$ cat src/crc16p_pkg.sv
package crc16p_pkg;

  localparam int CRC_W  = 16;
  localparam int BYTE_W = 8;
  localparam int APB_DW = 32;
  localparam int APB_AW = 3;

  // Register indexes (paddr[2])
  localparam logic REG_POLY = 1'b0;
  localparam logic REG_INIT = 1'b1;

  localparam logic [CRC_W-1:0] POLY_RST = 16'h1021;
  localparam logic [CRC_W-1:0] INIT_RST = 16'hFFFF;
  localparam logic [CRC_W-1:0] CRC_RST  = 16'hFFFF;

  typedef struct packed {
    logic [CRC_W-1:0] poly;
    logic [CRC_W-1:0] init;
  } cfg_t;

endpackage

$ cat src/crc16p_regs.sv
module crc16p_regs
  import crc16p_pkg::*;
(
  input  logic              clk,
  input  logic              rst_n,
  input  logic              cfg_psel,
  input  logic              cfg_penable,
  input  logic              cfg_pwrite,
  input  logic [APB_AW-1:0] cfg_paddr,
  input  logic [APB_DW-1:0] cfg_pwdata,
  output logic [APB_DW-1:0] cfg_prdata,
  output logic              cfg_pready,
  output cfg_t              cfg
);

  logic [CRC_W-1:0] poly_r;
  logic [CRC_W-1:0] init_r;
  logic             wr_en;
  logic             idx;

  assign cfg_pready = 1'b1;
  assign wr_en      = cfg_psel & cfg_penable & cfg_pwrite & cfg_pready;
  // Low address bits ignored: word select only
  assign idx        = cfg_paddr[2];

  always_ff @(posedge clk) begin
    if (!rst_n) begin
      poly_r <= POLY_RST;
      init_r <= INIT_RST;
    end else if (wr_en) begin
      unique case (idx)
        REG_POLY: poly_r <= cfg_pwdata[CRC_W-1:0];
        REG_INIT: init_r <= cfg_pwdata[CRC_W-1:0];
        default: ;
      endcase
    end
  end

  always_comb begin
    unique case (idx)
      REG_POLY: cfg_prdata = {{(APB_DW-CRC_W){1'b0}}, poly_r};
      REG_INIT: cfg_prdata = {{(APB_DW-CRC_W){1'b0}}, init_r};
      default:  cfg_prdata = '0;
    endcase
  end

  assign cfg.poly = poly_r;
  assign cfg.init = init_r;

endmodule

$ cat src/crc16p_fold.sv
module crc16p_fold
  import crc16p_pkg::*;
(
  input  logic [CRC_W-1:0]  crc_in,
  input  logic [BYTE_W-1:0] data,
  input  logic [CRC_W-1:0]  poly,
  output logic [CRC_W-1:0]  crc_out
);

  // Eight MSB-first division steps on the byte XORed into the top half.
  always_comb begin
    logic [CRC_W-1:0] r;
    r = {crc_in[CRC_W-1:BYTE_W] ^ data, {BYTE_W{1'b0}}};
    for (int k = 0; k < BYTE_W; k++) begin
      if (r[CRC_W-1]) begin
        r = {r[CRC_W-2:0], 1'b0} ^ poly;
      end else begin
        r = {r[CRC_W-2:0], 1'b0};
      end
    end
    crc_out = r ^ {crc_in[BYTE_W-1:0], {BYTE_W{1'b0}}};
  end

endmodule

$ cat src/crc16_programmable_poly_bytewise_top.sv
// Channel | Dir | Transfer when           | Contents
// in_     | in  | in_tvalid & in_tready   | tdata: data_byte, tuser: start_of_message
// out_    | out | out_tvalid & out_tready | tdata: crc_value
// cfg_    | in  | psel&penable&pwrite     | APB, 0x0 polynomial, 0x4 initial value
//
// One byte per cycle sustained while the output is not stalled.
// Path: input register -> eight-step XOR fold against the running CRC -> result register.
// Synchronous active-low reset clears valids, restores register defaults and sets CRC to all ones.
// Output stall backs up into the input register; in_tready drops only when both are full.
module crc16_programmable_poly_bytewise_top
  import crc16p_pkg::*;
(
  input  logic              clk,
  input  logic              rst_n,
  input  logic              in_tvalid,
  output logic              in_tready,
  input  logic [BYTE_W-1:0] in_tdata,   // [7:0] data_byte
  input  logic              in_tuser,   // [0] start_of_message
  output logic              out_tvalid,
  input  logic              out_tready,
  output logic [CRC_W-1:0]  out_tdata,  // [15:0] crc_value
  input  logic              cfg_psel,
  input  logic              cfg_penable,
  input  logic              cfg_pwrite,
  input  logic [APB_AW-1:0] cfg_paddr,
  input  logic [APB_DW-1:0] cfg_pwdata,
  output logic [APB_DW-1:0] cfg_prdata,
  output logic              cfg_pready
);

  cfg_t cfg;

  // Input register
  logic              s1_vld_r;
  logic [BYTE_W-1:0] s1_byte_r;
  logic              s1_sof_r;

  // Result register and running state
  logic              out_vld_r;
  logic [CRC_W-1:0]  out_crc_r;
  logic [CRC_W-1:0]  crc_r;

  logic              out_free;
  logic              s1_move;
  logic              in_xfer;
  logic [CRC_W-1:0]  crc_base;
  logic [CRC_W-1:0]  crc_nxt;

  crc16p_regs u_regs (
    .clk         (clk),
    .rst_n       (rst_n),
    .cfg_psel    (cfg_psel),
    .cfg_penable (cfg_penable),
    .cfg_pwrite  (cfg_pwrite),
    .cfg_paddr   (cfg_paddr),
    .cfg_pwdata  (cfg_pwdata),
    .cfg_prdata  (cfg_prdata),
    .cfg_pready  (cfg_pready),
    .cfg         (cfg)
  );

  assign out_free  = ~out_vld_r | out_tready;
  assign s1_move   = s1_vld_r & out_free;
  assign in_tready = ~s1_vld_r | s1_move;
  assign in_xfer   = in_tvalid & in_tready;

  // Start of message restarts from the configured seed
  assign crc_base = s1_sof_r ? cfg.init : crc_r;

  crc16p_fold u_fold (
    .crc_in  (crc_base),
    .data    (s1_byte_r),
    .poly    (cfg.poly),
    .crc_out (crc_nxt)
  );

  always_ff @(posedge clk) begin
    if (!rst_n) begin
      s1_vld_r <= 1'b0;
    end else if (in_tready) begin
      s1_vld_r <= in_tvalid;
    end
  end

  always_ff @(posedge clk) begin
    if (in_xfer) begin
      s1_byte_r <= in_tdata;
      s1_sof_r  <= in_tuser;
    end
  end

  always_ff @(posedge clk) begin
    if (!rst_n) begin
      out_vld_r <= 1'b0;
      crc_r     <= CRC_RST;
    end else begin
      if (out_free) begin
        out_vld_r <= s1_vld_r;
      end
      if (s1_move) begin
        crc_r <= crc_nxt;
      end
    end
  end

  always_ff @(posedge clk) begin
    if (s1_move) begin
      out_crc_r <= crc_nxt;
    end
  end

  assign out_tvalid = out_vld_r;
  assign out_tdata  = out_crc_r;

endmodule

$ cat config.mk
export PLATFORM = sky130hd
export DESIGN_NAME = crc16_programmable_poly_bytewise_top
export DESIGN_NICKNAME = d
export VERILOG_FILES = /design/src/crc16p_pkg.sv /design/src/crc16p_regs.sv /design/src/crc16p_fold.sv /design/src/crc16_programmable_poly_bytewise_top.sv
export SDC_FILE = /design/constraint.sdc
export NUM_CORES = 1
export LEC_CHECK = 0
export BUFFER_PORTS_ARGS = -buffer_cell sky130_fd_sc_hd__buf_2
export CAP_MARGIN = 30
export CORE_AREA = 10 10 138 115
export DETAILED_ROUTE_END_ITERATION = 6
export DIE_AREA = 0 0 148 125
export GPL_ROUTABILITY_DRIVEN = 0
export PLACE_DENSITY_LB_ADDON = 0.05
export SYNTH_ARGS = -nofsm -noshare
export SYNTH_HDL_FRONTEND = slang
export SYNTH_SLANG_ARGS = --single-unit
$ cat constraint.sdc
create_clock -name clk -period 8.2 [get_ports clk]
set_clock_uncertainty 0.1 [all_clocks]
set_input_delay 1.23 -clock clk [delete_from_list [all_inputs] [get_ports clk]]
set_output_delay 1.23 -clock clk [all_outputs]
set_load 0.01 [all_outputs]
==> run summary <==
Setup_tns -> 0 ns
CP cell instances -> buf_4 -> mux2i_4 -> xor2_1 -> nand4_1 -> a31oi_1 -> nor2_2 -> buf_4 -> o211a_1 -> o21a_1 -> a2111oi_0 -> xnor3_1 -> nand2_1 -> xor3_1 -> buf_8 -> or4_1 -> o311a_1
Total Wirelength -> 18300 um
Via count -> 5252
First-pass GRT wire length -> 28400 um
CTS Root Buffer Type -> clkbuf_16
LEAKAGE -> 2.59 nW
Hold_ws -> 0.387 ns
Largest cells by area after synthesis -> dfxtp_1, edfxtp_1, xnor2_1
Post-synth cell types -> 68
Peak Freq -> 164 MHz
# Max-Cap Violations -> 0
Final hold viol count -> 0
Ports -> 102
Dominant synthesized flop cell -> dfxtp_1
Bufs and invs on worst path -> 3
Yosys warns -> 0
Post CTS Setup Buffer Count -> 0
Yosys reg bits -> 75
Final Cycle Share -> 74.3%
Worst Path Arrival -> 6.23 ns
Cell taking the most area after synthesis -> dfxtp_1
Largest net degree at the start of global routing -> 33
Diode count -> 0
CTS Buffer Depth -> 2
Port Buf Inserts -> 66
Initial Utilization -> 44.8%
Total gr overflow -> 0
RSZ-0062 raised after global routing -> false
Layout Nets -> 803
Hold Buf Count CTS -> 0
TritonCTS Sinks -> 75
Overall routing resource usage -> 19.3%
Antenna-violating nets left -> 0
Power per cell area -> 218 mW/mm^2
Commonest cells post-synth -> nand2_1, xnor2_1, dfxtp_1
First-iteration detailed-routing DRC count -> 594
Critical-path top delay cell -> xor2_1
Num rows -> 38
Skew-Pair Late Insertion Delay -> 0.35 ns
Startpoint types -> flip-flop
Hold/Removal Path Class -> reg2reg
Post-CTS resize count -> 0
Most common cell in the synthesized netlist -> nand2_1
Area fraction of the dominant cell type after synthesis -> 16.9%
Initial antenna violation count -> 0
Fillcell total -> 1316
Placeable Area -> 0.0132 sq mm
Area added between synthesis and finish -> 10.9%
Fin crit period -> 6.09 ns
H-tree depth -> 3
Slew @ Worst Pin -> 0.968 ns
Mapped Area -> 0.00592 sq mm
Slew HR -> 35.1%
Die H -> 125 um
Slowest Stage Delay on Critical Path -> 0.73 ns
Share of layout cells above drive strength 1 -> 14.4%
Sequential area share after synthesis -> 29.6%
Area of the multi-input gates -> 0.00380 sq mm
Worst vdd ir -> 0.129 mV
# setup viols final -> 0
Syn avg cell area -> 8.19 sq um
Largest delay share family, worst path -> compound AO/OA/AOI/OAI gates
CP max FO -> 25
Reg clk slew, reported paths -> 0.06 ns
FF/Latch Area -> 0.00175 sq mm
Reg2reg setup slack -> 2.11 ns
TritonCTS buffer count -> 9
WP data required -> 8.34 ns
Pre-antenna DRT Iters -> 6
Wire length per cell -> 19.6 um
Slew Limit Fails -> 0
HPWL Detailed -> 13200 um
Chip width -> 148 um
CP most frequent cell -> buf_4
Vias in the first global route -> 5031
Vias/cell -> 5.61
CTS tree -> built
Full die area -> 0.0185 sq mm
Number of synthesized flops with an enable pin -> 25
WS Path Type -> reg2reg
DRC Markers -> 0
Status -> finished clean
Gate Count Post-Synth -> 723
Crit. End Element -> flip-flop
Asr flop ratio synth -> 0%
power breakdown:
part	switching (mW)	total [mW]	internal [mW]
combinational	0.329	0.555	0.226
sequential	0.0204	0.447	0.427
clock	0.172	0.427	0.256
registers in the layout (all words and copies together) (netlist names):
register and cells:
crc_r 16, out_tdata 16, u_regs.init_r 16, u_regs.poly_r 16, s1_byte_r 8, out_tvalid 1, s1_sof_r 1, s1_vld_r 1
per-stage QoR:
stage | instance area, sq um | std cells | power, mW | setup slack, ns | util, %
2_1_floorplan | 5970 | 738 | 0.869 | 3.90 | -
3_3_place_gp | 6220 | 919 | 0.987 | 2.17 | 47.1
3_5_place_dp | 6250 | 921 | 1.00 | 2.18 | 47.3
4_1_cts | 6560 | 937 | 1.43 | 2.16 | 49.6
5_1_grt | 6560 | 937 | 1.49 | 1.70 | 49.6
6_report | 6560 | 937 | 1.43 | 2.11 | 49.6
final timing paths:
kind | startpoint | endpoint | cells past startpoint
worst min-delay path | u_regs.init_r[9]$_SDFFE_PN1P_ | u_regs.init_r[9]$_SDFFE_PN1P_ | 2
worst max-delay path | s1_sof_r$_DFFE_PP_ | crc_r[5]$_SDFFE_PN1P_ | 16
worst max register to register | s1_sof_r$_DFFE_PP_ | crc_r[5]$_SDFFE_PN1P_ | 16
worst min register to register | u_regs.init_r[9]$_SDFFE_PN1P_ | u_regs.init_r[9]$_SDFFE_PN1P_ | 2
layout make-up:
cell class	count	share of cell area, %
Sequential cell	75	26.7
Inverter	15	0.858
Tap cell	180	3.43
Multi-Input combinational cell	575	57.9
Clock inverter	5	0.915
Timing Repair Buffer	76	6.35
Clock buffer	11	3.87
cell families (layout without fill, tap and decap cells):
family | Yosys count | after routing | synth area share (%)
AND/OR/NAND/NOR | 277 | 277 | 21.0
AO/OA/AOI/OAI | 125 | 125 | 14.2
XOR/XNOR | 121 | 121 | 21.4
buffers and inverters | 88 | 107 | 7.19
flip-flops | 75 | 75 | 29.6
multiplexers | 35 | 35 | 6.45
other | 2 | 17 | 0.127
cells in the final DEF (no fill, tap or decap), types with 17 or more instances in the layout:
master	synthesis	layout
nand2_1	164	164
dfxtp_1	50	50
edfxtp_1	25	25
o21ai_0	30	30
conb_1	2	17
a21oi_1	31	31
xnor2_1	79	79
nor2_1	28	28
nand3_1	27	27
buf_2	4	66
mux2i_1	28	28
xor2_1	26	26
layer usage:
metal / part of all wire [%] / vias to the layer above / GRT usage [%]
met5: 0 / - / 0
met4: 1.2 / 0 / 5.47
met2: 42 / 208 / 27.2
met3: 7.8 / 20 / 5.16
met1: 49 / 2515 / 28.2
li1: - / 2509 / -
tightest hold or removal path, delay by kind of cell (launching register included):
| kind | cells | cell delay [ns] |
|---|---|---|
| simple gates | 2 | 0.12 |
| flops | 1 | 0.32 |
(Power assumes the default switching activity.)
